### src/hdl/bmpdec_pkg.sv
`default_nettype none
// ----------------------------------------------------------------------------
// bmpdec_pkg: shared types and constants for the 24-bit BMP stream decoder
// Header field layout, fixed header values, result kinds and result record.
// ----------------------------------------------------------------------------
package bmpdec_pkg;

    // Byte count of file header plus info header
    localparam int HEADER_BYTES = 54;
    localparam int NUM_FIELDS   = 15;

    // First byte of each header field, plus the end marker
    localparam logic [5:0] FIELD_START [0:NUM_FIELDS] = '{
        6'd0,  6'd2,  6'd6,  6'd10, 6'd14, 6'd18, 6'd22, 6'd26,
        6'd28, 6'd30, 6'd34, 6'd38, 6'd42, 6'd46, 6'd50, 6'd54
    };

    // Header fields that get checked
    localparam logic [3:0] FLD_SIGNATURE        = 4'd0;
    localparam logic [3:0] FLD_WIDTH            = 4'd5;
    localparam logic [3:0] FLD_HEIGHT           = 4'd6;
    localparam logic [3:0] FLD_PLANES           = 4'd7;
    localparam logic [3:0] FLD_BIT_COUNT        = 4'd8;
    localparam logic [3:0] FLD_COMPRESSION      = 4'd9;
    localparam logic [3:0] FLD_X_PPM            = 4'd11;
    localparam logic [3:0] FLD_Y_PPM            = 4'd12;
    localparam logic [3:0] FLD_COLORS_USED      = 4'd13;
    localparam logic [3:0] FLD_COLORS_IMPORTANT = 4'd14;

    // Required header values
    localparam logic [31:0] SIGNATURE_BM      = 32'h0000_4D42;
    localparam logic [31:0] PLANES_ONE        = 32'd1;
    localparam logic [31:0] COLOR_DEPTH_24    = 32'd24;
    localparam logic [31:0] COMPRESSION_NONE  = 32'd0;
    localparam logic [31:0] PELS_PER_METER    = 32'd11811;
    localparam logic [31:0] COLORS_USED_NONE  = 32'd0;
    localparam logic [31:0] COLORS_IMPORTANT  = 32'h0100_0000;

    typedef enum logic [1:0] {
        KIND_ACCEPT = 2'd0,
        KIND_REJECT = 2'd1,
        KIND_PIXEL  = 2'd2
    } result_kind_t;

    typedef struct packed {
        result_kind_t result_kind;
        logic [11:0]  column;
        logic [11:0]  row;
        logic [7:0]   red;
        logic [7:0]   green;
        logic [7:0]   blue;
        logic         last_pixel;
        logic [12:0]  hdr_width;
        logic [12:0]  hdr_height;
    } result_t;

    // Header field that holds a given header byte
    function automatic logic [3:0] field_of(input logic [5:0] idx);
        logic [3:0] id;
        id = 4'd0;
        for (int i = 1; i < NUM_FIELDS; i++)
        begin
            if (idx >= FIELD_START[i])
                id = 4'(i);
        end
        return id;
    endfunction

endpackage

`default_nettype wire

### src/hdl/bmpdec_byte_if.sv
`default_nettype none
// ----------------------------------------------------------------------------
// bmpdec_byte_if: file byte channel
// Valid/ready channel carrying one file byte and its start-of-file mark.
// ----------------------------------------------------------------------------
interface bmpdec_byte_if;
    logic       valid;
    logic       ready;
    logic [7:0] data_byte;
    logic       start_of_file;

    modport source (output valid, output data_byte, output start_of_file, input ready);
    modport sink   (input valid, input data_byte, input start_of_file, output ready);
endinterface

`default_nettype wire

### src/hdl/bmpdec_result_if.sv
`default_nettype none
// ----------------------------------------------------------------------------
// bmpdec_result_if: decoder result channel
// Valid/ready channel carrying header verdicts and decoded pixels.
// ----------------------------------------------------------------------------
interface bmpdec_result_if import bmpdec_pkg::*; ();
    logic         valid;
    logic         ready;
    result_kind_t result_kind;
    logic [11:0]  column;
    logic [11:0]  row;
    logic [7:0]   red;
    logic [7:0]   green;
    logic [7:0]   blue;
    logic         last_pixel;
    logic [12:0]  hdr_width;
    logic [12:0]  hdr_height;

    modport source (output valid, output result_kind, output column, output row,
                    output red, output green, output blue, output last_pixel,
                    output hdr_width, output hdr_height, input ready);
    modport sink   (input valid, input result_kind, input column, input row,
                    input red, input green, input blue, input last_pixel,
                    input hdr_width, input hdr_height, output ready);
endinterface

`default_nettype wire

### src/hdl/bmp24_stream_decoder.sv
`default_nettype none
// ----------------------------------------------------------------------------
// bmp24_stream_decoder: streaming decoder for uncompressed 24-bit BMP files
// Parses and checks the 54-byte header, then turns BGR triples into pixels
// with column and row, bottom row first, skipping row padding.
// ----------------------------------------------------------------------------
//  Port     | Dir  | Carries
//  ---------+------+----------------------------------------------------
//  bytes    | in   | data_byte, start_of_file (one file byte a request)
//  results  | out  | accept/reject verdict or one pixel a request
//
//  One byte is taken every cycle while ready is high; each byte updates the
//  parse state in the cycle it is taken, and a result is registered in the
//  output register, or in the skid register while the output register is
//  held. This two-entry output buffer keeps the byte side running while a
//  result waits; ready drops only with both full. Reset puts the parser in
//  the halted phase; bytes are ignored until a start-of-file mark.
// ----------------------------------------------------------------------------
module bmp24_stream_decoder
    import bmpdec_pkg::*;
#(
    parameter int MAX_DIMENSION = 4096
)
(
    input  wire logic      clk,
    input  wire logic      rst_n,
    bmpdec_byte_if.sink    bytes,
    bmpdec_result_if.source results
);

    localparam int DIM_W = $clog2(MAX_DIMENSION + 1);

    typedef enum logic [1:0] {
        PH_HALTED,
        PH_HEADER,
        PH_PIXELS,
        PH_DONE
    } phase_t;

    phase_t          phase_reg, phase_next;
    logic [5:0]      header_index_reg, header_index_next;
    logic [31:0]     field_assembly_reg, field_assembly_next;
    logic            checks_passed_reg, checks_passed_next;
    logic [DIM_W-1:0] stored_width_reg, stored_width_next;
    logic [DIM_W-1:0] stored_height_reg, stored_height_next;
    logic [DIM_W-1:0] column_count_reg, column_count_next;
    logic [DIM_W-1:0] row_count_reg, row_count_next;
    logic [1:0]      channel_index_reg, channel_index_next;
    logic [7:0]      blue_hold_reg, blue_hold_next;
    logic [7:0]      green_hold_reg, green_hold_next;
    logic [1:0]      pad_left_reg, pad_left_next;

    logic            out_valid_reg, out_valid_next;
    result_t         out_data_reg, out_data_next;
    logic            skid_valid_reg, skid_valid_next;
    result_t         skid_data_reg, skid_data_next;

    logic            accept;
    logic            out_take;
    logic            res_valid;
    result_t         res_data;

    // Effective state after a start-of-file restart
    phase_t          eff_phase;
    logic [5:0]      eff_index;
    logic [31:0]     eff_assembly;
    logic            eff_checks;
    logic [DIM_W-1:0] eff_width;
    logic [DIM_W-1:0] eff_height;

    // Header field decode
    logic [3:0]      fld_id;
    logic [5:0]      fld_pos;
    logic            fld_end;
    logic [31:0]     asm_value;
    logic            dim_ok;
    logic            fld_ok;
    logic            checks_now;

    // Pixel bookkeeping
    logic [DIM_W:0]  col_plus_one;
    logic [31:0]     width_wide;
    logic [31:0]     col_wide;
    logic [31:0]     row_wide;

    assign accept   = bytes.valid && bytes.ready;
    assign out_take = out_valid_reg && results.ready;

    // Apply restart on a start mark
    always_comb
    begin
        if (bytes.start_of_file)
        begin
            eff_phase    = PH_HEADER;
            eff_index    = '0;
            eff_assembly = '0;
            eff_checks   = 1'b1;
            eff_width    = '0;
            eff_height   = '0;
        end
        else
        begin
            eff_phase    = phase_reg;
            eff_index    = header_index_reg;
            eff_assembly = field_assembly_reg;
            eff_checks   = checks_passed_reg;
            eff_width    = stored_width_reg;
            eff_height   = stored_height_reg;
        end
    end

    // Assemble the current header field and check it on its last byte
    always_comb
    begin
        fld_id    = field_of(eff_index);
        fld_pos   = eff_index - FIELD_START[fld_id];
        fld_end   = (eff_index + 6'd1) == FIELD_START[fld_id + 4'd1];
        asm_value = ((fld_pos == 6'd0) ? 32'd0 : eff_assembly)
                  | (32'(bytes.data_byte) << {fld_pos[1:0], 3'b000});
        dim_ok    = (asm_value >= 32'd1) && (asm_value <= 32'(MAX_DIMENSION));
        unique case (fld_id)
            FLD_SIGNATURE:        fld_ok = asm_value == SIGNATURE_BM;
            FLD_WIDTH:            fld_ok = dim_ok;
            FLD_HEIGHT:           fld_ok = dim_ok;
            FLD_PLANES:           fld_ok = asm_value == PLANES_ONE;
            FLD_BIT_COUNT:        fld_ok = asm_value == COLOR_DEPTH_24;
            FLD_COMPRESSION:      fld_ok = asm_value == COMPRESSION_NONE;
            FLD_X_PPM:            fld_ok = asm_value == PELS_PER_METER;
            FLD_Y_PPM:            fld_ok = asm_value == PELS_PER_METER;
            FLD_COLORS_USED:      fld_ok = asm_value == COLORS_USED_NONE;
            FLD_COLORS_IMPORTANT: fld_ok = asm_value == COLORS_IMPORTANT;
            default:              fld_ok = 1'b1;
        endcase
        checks_now = eff_checks && !(fld_end && !fld_ok);
    end

    assign width_wide   = 32'(stored_width_reg);
    assign col_wide     = 32'(column_count_reg);
    assign row_wide     = 32'(row_count_reg);
    assign col_plus_one = {1'b0, column_count_reg} + {{DIM_W{1'b0}}, 1'b1};

    // Advance the parser for one accepted byte
    always_comb
    begin
        phase_next          = phase_reg;
        header_index_next   = header_index_reg;
        field_assembly_next = field_assembly_reg;
        checks_passed_next  = checks_passed_reg;
        stored_width_next   = stored_width_reg;
        stored_height_next  = stored_height_reg;
        column_count_next   = column_count_reg;
        row_count_next      = row_count_reg;
        channel_index_next  = channel_index_reg;
        blue_hold_next      = blue_hold_reg;
        green_hold_next     = green_hold_reg;
        pad_left_next       = pad_left_reg;
        res_valid           = 1'b0;
        res_data            = '0;

        if (accept)
        begin
            phase_next          = eff_phase;
            header_index_next   = eff_index;
            field_assembly_next = eff_assembly;
            checks_passed_next  = eff_checks;
            stored_width_next   = eff_width;
            stored_height_next  = eff_height;

            unique case (eff_phase)
                PH_HEADER:
                begin
                    field_assembly_next = asm_value;
                    checks_passed_next  = checks_now;
                    header_index_next   = eff_index + 6'd1;
                    if (fld_end && fld_id == FLD_WIDTH)
                        stored_width_next = dim_ok ? asm_value[DIM_W-1:0] : '0;
                    if (fld_end && fld_id == FLD_HEIGHT)
                        stored_height_next = dim_ok ? asm_value[DIM_W-1:0] : '0;
                    // Last header byte: give the verdict
                    if (eff_index == 6'(HEADER_BYTES - 1))
                    begin
                        res_valid = 1'b1;
                        if (checks_now)
                        begin
                            res_data.result_kind = KIND_ACCEPT;
                            res_data.hdr_width   = 13'(32'(stored_width_next));
                            res_data.hdr_height  = 13'(32'(stored_height_next));
                            phase_next         = PH_PIXELS;
                            column_count_next  = '0;
                            row_count_next     = stored_height_next - DIM_W'(1);
                            channel_index_next = 2'd0;
                            pad_left_next      = 2'd0;
                        end
                        else
                        begin
                            res_data.result_kind = KIND_REJECT;
                            phase_next           = PH_HALTED;
                        end
                    end
                end
                PH_PIXELS:
                begin
                    priority if (pad_left_reg != 2'd0)
                    begin
                        // Drop a row padding byte
                        pad_left_next = pad_left_reg - 2'd1;
                    end
                    else if (channel_index_reg == 2'd0)
                    begin
                        blue_hold_next     = bytes.data_byte;
                        channel_index_next = 2'd1;
                    end
                    else if (channel_index_reg == 2'd1)
                    begin
                        green_hold_next    = bytes.data_byte;
                        channel_index_next = 2'd2;
                    end
                    else
                    begin
                        channel_index_next   = 2'd0;
                        res_valid            = 1'b1;
                        res_data.result_kind = KIND_PIXEL;
                        res_data.column      = col_wide[11:0];
                        res_data.row         = row_wide[11:0];
                        res_data.red         = bytes.data_byte;
                        res_data.green       = green_hold_reg;
                        res_data.blue        = blue_hold_reg;
                        // End of row: wrap column, step row up the image
                        if (col_plus_one >= {1'b0, stored_width_reg})
                        begin
                            column_count_next = '0;
                            if (row_count_reg == '0)
                            begin
                                res_data.last_pixel = 1'b1;
                                phase_next          = PH_DONE;
                            end
                            else
                            begin
                                row_count_next = row_count_reg - DIM_W'(1);
                                pad_left_next  = width_wide[1:0];
                            end
                        end
                        else
                        begin
                            column_count_next = col_plus_one[DIM_W-1:0];
                        end
                    end
                end
                default:
                begin
                    // Halted or done: ignore the byte
                end
            endcase
        end
    end

    // Route results through the output register and skid register
    always_comb
    begin
        out_valid_next  = out_valid_reg;
        out_data_next   = out_data_reg;
        skid_valid_next = skid_valid_reg;
        skid_data_next  = skid_data_reg;
        if (out_take || !out_valid_reg)
        begin
            if (skid_valid_reg)
            begin
                out_valid_next  = 1'b1;
                out_data_next   = skid_data_reg;
                skid_valid_next = res_valid;
                skid_data_next  = res_data;
            end
            else
            begin
                out_valid_next = res_valid;
                out_data_next  = res_data;
            end
        end
        else if (res_valid)
        begin
            skid_valid_next = 1'b1;
            skid_data_next  = res_data;
        end
    end

    // Hold control state and registered outputs
    always_ff @(posedge clk or negedge rst_n)
    begin
        if (!rst_n)
        begin
            phase_reg          <= PH_HALTED;
            header_index_reg   <= '0;
            checks_passed_reg  <= 1'b1;
            stored_width_reg   <= '0;
            stored_height_reg  <= '0;
            column_count_reg   <= '0;
            row_count_reg      <= '0;
            channel_index_reg  <= '0;
            pad_left_reg       <= '0;
            out_valid_reg      <= 1'b0;
            skid_valid_reg     <= 1'b0;
        end
        else
        begin
            phase_reg          <= phase_next;
            header_index_reg   <= header_index_next;
            checks_passed_reg  <= checks_passed_next;
            stored_width_reg   <= stored_width_next;
            stored_height_reg  <= stored_height_next;
            column_count_reg   <= column_count_next;
            row_count_reg      <= row_count_next;
            channel_index_reg  <= channel_index_next;
            pad_left_reg       <= pad_left_next;
            out_valid_reg      <= out_valid_next;
            skid_valid_reg     <= skid_valid_next;
        end
    end

    // Payload registers
    always_ff @(posedge clk)
    begin
        field_assembly_reg <= field_assembly_next;
        blue_hold_reg      <= blue_hold_next;
        green_hold_reg     <= green_hold_next;
        out_data_reg       <= out_data_next;
        skid_data_reg      <= skid_data_next;
    end

    assign bytes.ready          = !skid_valid_reg;
    assign results.valid        = out_valid_reg;
    assign results.result_kind  = out_data_reg.result_kind;
    assign results.column       = out_data_reg.column;
    assign results.row          = out_data_reg.row;
    assign results.red          = out_data_reg.red;
    assign results.green        = out_data_reg.green;
    assign results.blue         = out_data_reg.blue;
    assign results.last_pixel   = out_data_reg.last_pixel;
    assign results.hdr_width    = out_data_reg.hdr_width;
    assign results.hdr_height   = out_data_reg.hdr_height;

    // Skid register fills only behind a full output register
    assert property (@(posedge clk) disable iff (!rst_n)
        skid_valid_reg |-> out_valid_reg)
        else $error("skid register holds a result while output register is empty");

    // Last-pixel flag only on a pixel of row 0, the last decoded row
    assert property (@(posedge clk) disable iff (!rst_n)
        (results.valid && results.last_pixel) |->
            (results.result_kind == KIND_PIXEL && results.row == 12'd0))
        else $error("last pixel flag on a non-final result");

    // Pixel phase is only entered with a checked, nonzero height and width
    assert property (@(posedge clk) disable iff (!rst_n)
        (phase_reg == PH_PIXELS) |-> (stored_height_reg != '0 && stored_width_reg != '0))
        else $error("pixel phase with zero image dimension");

endmodule

`default_nettype wire
### src/flat_wrapper.sv
// flat-port wrapper written by rule: the top's interface ports become plain ports
module bmp24_stream_decoder_flat import bmpdec_pkg::*;
#(
    parameter int MAX_DIMENSION = 4096
)
  (clk, rst_n, bytes_valid, bytes_data_byte, bytes_start_of_file, bytes_ready, results_valid, results_result_kind, results_column, results_row, results_red, results_green, results_blue, results_last_pixel, results_hdr_width, results_hdr_height, results_ready);
  bmpdec_byte_if bytes_i ();
  bmpdec_result_if results_i ();
  input  wire logic clk;
  input  wire logic rst_n;
  input wire logic [$bits(bytes_i.valid)-1:0] bytes_valid;
  input wire logic [$bits(bytes_i.data_byte)-1:0] bytes_data_byte;
  input wire logic [$bits(bytes_i.start_of_file)-1:0] bytes_start_of_file;
  output wire logic [$bits(bytes_i.ready)-1:0] bytes_ready;
  output wire logic [$bits(results_i.valid)-1:0] results_valid;
  output wire logic [$bits(results_i.result_kind)-1:0] results_result_kind;
  output wire logic [$bits(results_i.column)-1:0] results_column;
  output wire logic [$bits(results_i.row)-1:0] results_row;
  output wire logic [$bits(results_i.red)-1:0] results_red;
  output wire logic [$bits(results_i.green)-1:0] results_green;
  output wire logic [$bits(results_i.blue)-1:0] results_blue;
  output wire logic [$bits(results_i.last_pixel)-1:0] results_last_pixel;
  output wire logic [$bits(results_i.hdr_width)-1:0] results_hdr_width;
  output wire logic [$bits(results_i.hdr_height)-1:0] results_hdr_height;
  input wire logic [$bits(results_i.ready)-1:0] results_ready;
  assign bytes_i.valid = bytes_valid;
  assign bytes_i.data_byte = bytes_data_byte;
  assign bytes_i.start_of_file = bytes_start_of_file;
  assign bytes_ready = bytes_i.ready;
  assign results_valid = results_i.valid;
  assign results_result_kind = results_i.result_kind;
  assign results_column = results_i.column;
  assign results_row = results_i.row;
  assign results_red = results_i.red;
  assign results_green = results_i.green;
  assign results_blue = results_i.blue;
  assign results_last_pixel = results_i.last_pixel;
  assign results_hdr_width = results_i.hdr_width;
  assign results_hdr_height = results_i.hdr_height;
  assign results_i.ready = results_ready;
  bmp24_stream_decoder #(.MAX_DIMENSION(MAX_DIMENSION)) u_core (.clk(clk), .rst_n(rst_n), .bytes(bytes_i), .results(results_i));
endmodule
### config.mk
export PLATFORM = sky130hd
export DESIGN_NAME = bmp24_stream_decoder_flat
export DESIGN_NICKNAME = d
export VERILOG_FILES = /design/src/hdl/bmpdec_pkg.sv /design/src/hdl/bmpdec_byte_if.sv /design/src/hdl/bmpdec_result_if.sv /design/src/hdl/bmp24_stream_decoder.sv /design/src/flat_wrapper.sv
export SDC_FILE = /design/constraint.sdc
export NUM_CORES = 1
export LEC_CHECK = 0
export ABC_AREA = 0
export BUFFER_PORTS_ARGS = -buffer_cell sky130_fd_sc_hd__buf_2
export CORE_MARGIN = 5
export CORE_UTILIZATION = 61
export DETAILED_ROUTE_END_ITERATION = 10
export PLACE_DENSITY = 0.8
export SYNTH_ARGS = -nofsm -noshare
export SYNTH_HDL_FRONTEND = slang
export SYNTH_SLANG_ARGS = --single-unit
### constraint.sdc
create_clock -name clk -period 8.8 [get_ports clk]
set_input_delay 1.76 -clock clk [delete_from_list [all_inputs] [get_ports clk]]
set_output_delay 1.76 -clock clk [all_outputs]
set_load 0.02 [all_outputs]
==> flow_summary.rst <==
.. list-table::
   :header-rows: 1

   * - Metric
     - Value
   * - Outcome
     - finished clean
   * - Number of remaining DRC errors
     - 0
   * - Register area share after synthesis
     - 0.534
   * - Pin count of the biggest net entering global routing
     - 80
   * - Commonest register cell after synthesis
     - sky130_fd_sc_hd__edfxtp_1
   * - Number of placement rows
     - 56
   * - Met1 layer wirelength in the final routing
     - 15600 um
   * - Remaining max-slew budget at the tightest pin
     - 0.136
   * - Hold Path Depth
     - 2
   * - Area of the die
     - ~0.027 sq mm
   * - Total leakage power
     - 6.97 nW
   * - Mapped cell area
     - 0.0145 sq mm
   * - Final setup violation count
     - 0
   * - Clock transition at the registers of the reported paths
     - 70 ps
   * - Most frequent cell on the critical path
     - sky130_fd_sc_hd__nand2_1
   * - Critical Path Start Type
     - input pin
   * - Setup WS post-layout
     - 597 ps
   * - Aggregate global routing overflow
     - 0
   * - Post-synth ARST share
     - 0.249
   * - Worst IR drop on VDD
     - between 150 and 200 uV
   * - Origin of the critical flop-to-flop path
     - u_core.header_index_reg[1]
   * - Crit path max fanout
     - 14
   * - Flip-flop count of the largest register after layout
     - 77
   * - Final hold violation count
     - 0
   * - Maximum clock frequency
     - 0.122 GHz
   * - Maximum number of buffers from clock root to sink
     - 3
   * - PortBufs
     - 91
   * - Detailed router's first-iteration violation count
     - between 1000 and 1500
   * - Maximum cell stage delay along the critical path
     - 530 ps
   * - Clock latency at the later pin of the worst-skew pair
     - 550 ps
   * - Register-to-register setup slack
     - 1320 ps
   * - Antenna cell count
     - 0
   * - Pwr dens
     - just over 200 mW/mm^2
   * - Die Width
     - about 160 um
   * - Vias per std cell
     - 6.45
   * - Data required, critical path
     - a little over 9000 ps
   * - Share of Yosys cell area claimed by the top area cell type
     - 0.418
   * - Level count of the clock H-tree
     - 1
   * - Hold-fix buffer count after cts
     - 0
   * - Destination of the critical timing path
     - u_core.row_count_reg[12]
   * - Class of the most critical hold timing path
     - reg -> reg
   * - Ports
     - a little over 90
   * - Cell chosen for the clock root
     - sky130_fd_sc_hd__clkbuf_16
   * - Worst reg2reg path depth
     - 29
   * - Fin Clk Skew
     - 14.1 ps
   * - Synthesized flop and latch total
     - 269
   * - Cell accounting for the most synthesized area
     - sky130_fd_sc_hd__edfxtp_1
   * - Area of the core
     - 0.0235 sq mm
   * - Yosys warnings
     - 0
   * - Sinks on the clock net
     - 269
   * - Cell count after synthesis
     - between 1000 and 1500
   * - FF-to-FF End
     - u_core.row_count_reg[12]
   * - Number of distinct library cells after synthesis
     - 100
   * - Mean routed wirelength per cell
     - 21.3 um
   * - Die Span Y
     - 164 um
   * - Effective utilization at floorplan
     - 0.618
   * - Highest Signal Layer
     - met4
   * - Met3 WL post-DR
     - between 3000 and 4000 um
   * - Via count of the first global-routing pass
     - 10871
   * - Antenna violations before repair
     - 0
   * - Global routing usage summed across all routing layers
     - 0.282
   * - Worst-case setup slack after placement
     - between 200 and 250 ps
   * - TritonCTS clock tree
     - yes
   * - Vias after detailed routing
     - about 11000
   * - Layout cells sized above 1
     - 0.150
   * - Synthesized netlist net count
     - 1401
   * - Number of buffers added for setup after CTS
     - 0
   * - Max-cap viol count
     - 0
   * - Area growth from synthesis to layout
     - 11.8%
   * - Actual transition at the worst max-transition pin
     - roughly 1300 ps
   * - Setup Total Neg Slack
     - 0 ps
   * - Clock period minus final worst setup slack
     - 8200 ps
   * - Estimated wirelength of the detail-placed design
     - 26200 um
   * - Cell at the slowest stage of the critical path
     - sky130_fd_sc_hd__a2111oi_1
   * - Startpoint of the most critical setup path
     - bytes_start_of_file
   * - Post-Route WL
     - 37600 um
   * - Final Wtd Congestion
     - ~1
   * - Number of iterations in the first detailed-routing pass
     - 6
   * - Final Cycle Share
     - 0.932
   * - Final Net Count
     - 1475
   * - Arrival time worst endpoint
     - between 8000 and 9000 ps
   * - CTS buffer count
     - 27
   * - Category of the critical setup timing path
     - in -> reg
   * - Number of instances resized during post-cts repair
     - 0
   * - Number of synthesized flops with an enable pin
     - slightly above 200
   * - Wire length on met2
     - 16900 um
   * - Setup repair after global routing missed its margin
     - false
   * - Category of the worst setup path capture point
     - flip-flop
   * - Mean instance size in the synthesized netlist
     - roughly 11 sq um
   * - Number of nets with antenna violations after detailed routing
     - 0
   * - Largest cells by area after synthesis
     - sky130_fd_sc_hd__edfxtp_1 (42%), sky130_fd_sc_hd__dfrtp_1 (11%), sky130_fd_sc_hd__a21o_1 (4.6%)
   * - Slew Limit Fails
     - 0
   * - Global-route wire length before repair
     - 60600 um
==> logic make-up (layout without fill, tap and decap cells) <==
kind of cell,count (synthesis),count (layout),synth area share
adder cells (fa/ha/maj),38,38,0.0333
flip-flops,269,269,0.534
XOR/XNOR,33,33,0.0199
AO/OA/AOI/OAI,396,396,0.198
multiplexers,19,19,0.0138
buffers and inverters,124,219,0.0358
AND/OR/NAND/NOR,471,471,0.165
==> metrics by stage <==
step / instance area, sq um / hold WS [ps] / utilization / instances / power (mW)
6_report: 16200 / 484 / 0.691 / 1764 / 3.28
5_1_grt: 16200 / 517 / 0.691 / 1764 / 3.41
4_1_cts: 16200 / 485 / 0.691 / 1764 / 3.28
3_5_place_dp: 15300 / 471 / 0.651 / 1714 / 2.09
3_3_place_gp: 15300 / 463 / 0.651 / 1714 / 2.09
2_1_floorplan: 14500 / 449 / - / 1350 / 1.90
==> how the worst min path moves through the flow <==
stage	startpoint	to	slack [ps]
2_1_floorplan	u_core.phase_reg[0]	u_core.phase_reg[0]	450
3_3_place_gp	u_core.column_count_reg[12]	u_core.column_count_reg[12]	460
4_1_cts	u_core.column_count_reg[12]	u_core.column_count_reg[12]	480
6_report	u_core.column_count_reg[12]	u_core.column_count_reg[12]	480
5_1_grt	u_core.phase_reg[0]	u_core.phase_reg[0]	520
3_5_place_dp	u_core.column_count_reg[12]	u_core.column_count_reg[12]	470
==> placed cells by master, fill, tap and decap left out, types with 11 or more instances in the layout <==
cell                        synthesis  layout
sky130_fd_sc_hd__a22o_1            40      40
sky130_fd_sc_hd__ha_1              37      37
sky130_fd_sc_hd__buf_4              4      32
sky130_fd_sc_hd__inv_1             43      43
sky130_fd_sc_hd__a21o_1            89      89
sky130_fd_sc_hd__xnor2_1           22      22
sky130_fd_sc_hd__clkbuf_16          0      27
sky130_fd_sc_hd__o21ai_0           74      73
sky130_fd_sc_hd__nor2_1           105     105
sky130_fd_sc_hd__nand4_1           12      12
sky130_fd_sc_hd__dfrtp_1           66      65
sky130_fd_sc_hd__nand3_1           44      44
sky130_fd_sc_hd__nor4_1            12      12
sky130_fd_sc_hd__mux2i_1           11      11
sky130_fd_sc_hd__buf_2             13      91
sky130_fd_sc_hd__and3_1            12      12
sky130_fd_sc_hd__o211ai_1          13      13
sky130_fd_sc_hd__xor2_1            11      11
sky130_fd_sc_hd__a211oi_1          11      11
sky130_fd_sc_hd__edfxtp_1         202     202
sky130_fd_sc_hd__nand2_1          123     123
sky130_fd_sc_hd__a21oi_1           40      40
sky130_fd_sc_hd__and2_1            57      57
sky130_fd_sc_hd__nor3_1            38      38
sky130_fd_sc_hd__a31oi_1           21      21
sky130_fd_sc_hd__nor2b_1           13      13
==> final cells by class <==
type                            count  area [sq um]
Sequential cell                   269          7740
Fill cell                        1745          7260
Multi-Input combinational cell    957          6260
Clock buffer                       33           748
Timing Repair Buffer              123           696
Tap cell                          319           399
Clock inverter                     17           194
Inverter                           46           173
==> power breakdown <==
part | internal [mW] | switching (mW) | leakage (nW) | total [mW]
clock network | 0.700 | 0.493 | 0.470 | 1.19
registers | 1.40 | 0.0526 | 2.87 | 1.45
logic | 0.224 | 0.418 | 3.63 | 0.642
total | 2.32 | 0.964 | 6.97 | 3.28
==> layer usage <==
layer  GRT usage  vias up
met4       0.105        0
li1            -     5225
met2       0.437      635
met1       0.404     5389
met5           0        -
met3      0.0469      137
==> critical path: cells and delay by family <==
kind	cells	cell delay [ps]
AO/OA/AOI/OAI	10	2880
adder cells (fa/ha/maj)	4	1130
buffers and inverters	5	680
multiplexers	2	570
AND/OR/NAND/NOR	9	1360
XOR/XNOR	1	240
==> synth_stat cells, types with 7 or more instances <==
| library cell | n |
|---|---|
| sky130_fd_sc_hd__a211oi_1 | 11 |
| sky130_fd_sc_hd__a21o_1 | 89 |
| sky130_fd_sc_hd__a21oi_1 | 40 |
| sky130_fd_sc_hd__a221oi_1 | 7 |
| sky130_fd_sc_hd__a22o_1 | 40 |
| sky130_fd_sc_hd__a31oi_1 | 21 |
| sky130_fd_sc_hd__and2_1 | 57 |
| sky130_fd_sc_hd__and3_1 | 12 |
| sky130_fd_sc_hd__buf_2 | 13 |
| sky130_fd_sc_hd__clkbuf_1 | 54 |
| sky130_fd_sc_hd__dfrtp_1 | 66 |
| sky130_fd_sc_hd__edfxtp_1 | 202 |
| sky130_fd_sc_hd__ha_1 | 37 |
| sky130_fd_sc_hd__inv_1 | 43 |
| sky130_fd_sc_hd__mux2_2 | 7 |
| sky130_fd_sc_hd__mux2i_1 | 11 |
| sky130_fd_sc_hd__nand2_1 | 123 |
| sky130_fd_sc_hd__nand2b_1 | 7 |
| sky130_fd_sc_hd__nand3_1 | 44 |
| sky130_fd_sc_hd__nand4_1 | 12 |
| sky130_fd_sc_hd__nor2_1 | 105 |
| sky130_fd_sc_hd__nor2b_1 | 13 |
| sky130_fd_sc_hd__nor3_1 | 38 |
| sky130_fd_sc_hd__nor4_1 | 12 |
| sky130_fd_sc_hd__o211ai_1 | 13 |
| sky130_fd_sc_hd__o21ai_0 | 74 |
| sky130_fd_sc_hd__o22ai_1 | 9 |
| sky130_fd_sc_hd__o31ai_1 | 9 |
| sky130_fd_sc_hd__or2_2 | 7 |
| sky130_fd_sc_hd__or3_1 | 9 |
| sky130_fd_sc_hd__xnor2_1 | 22 |
| sky130_fd_sc_hd__xor2_1 | 11 |
Note: power is estimated with default switching activity, not from simulation.
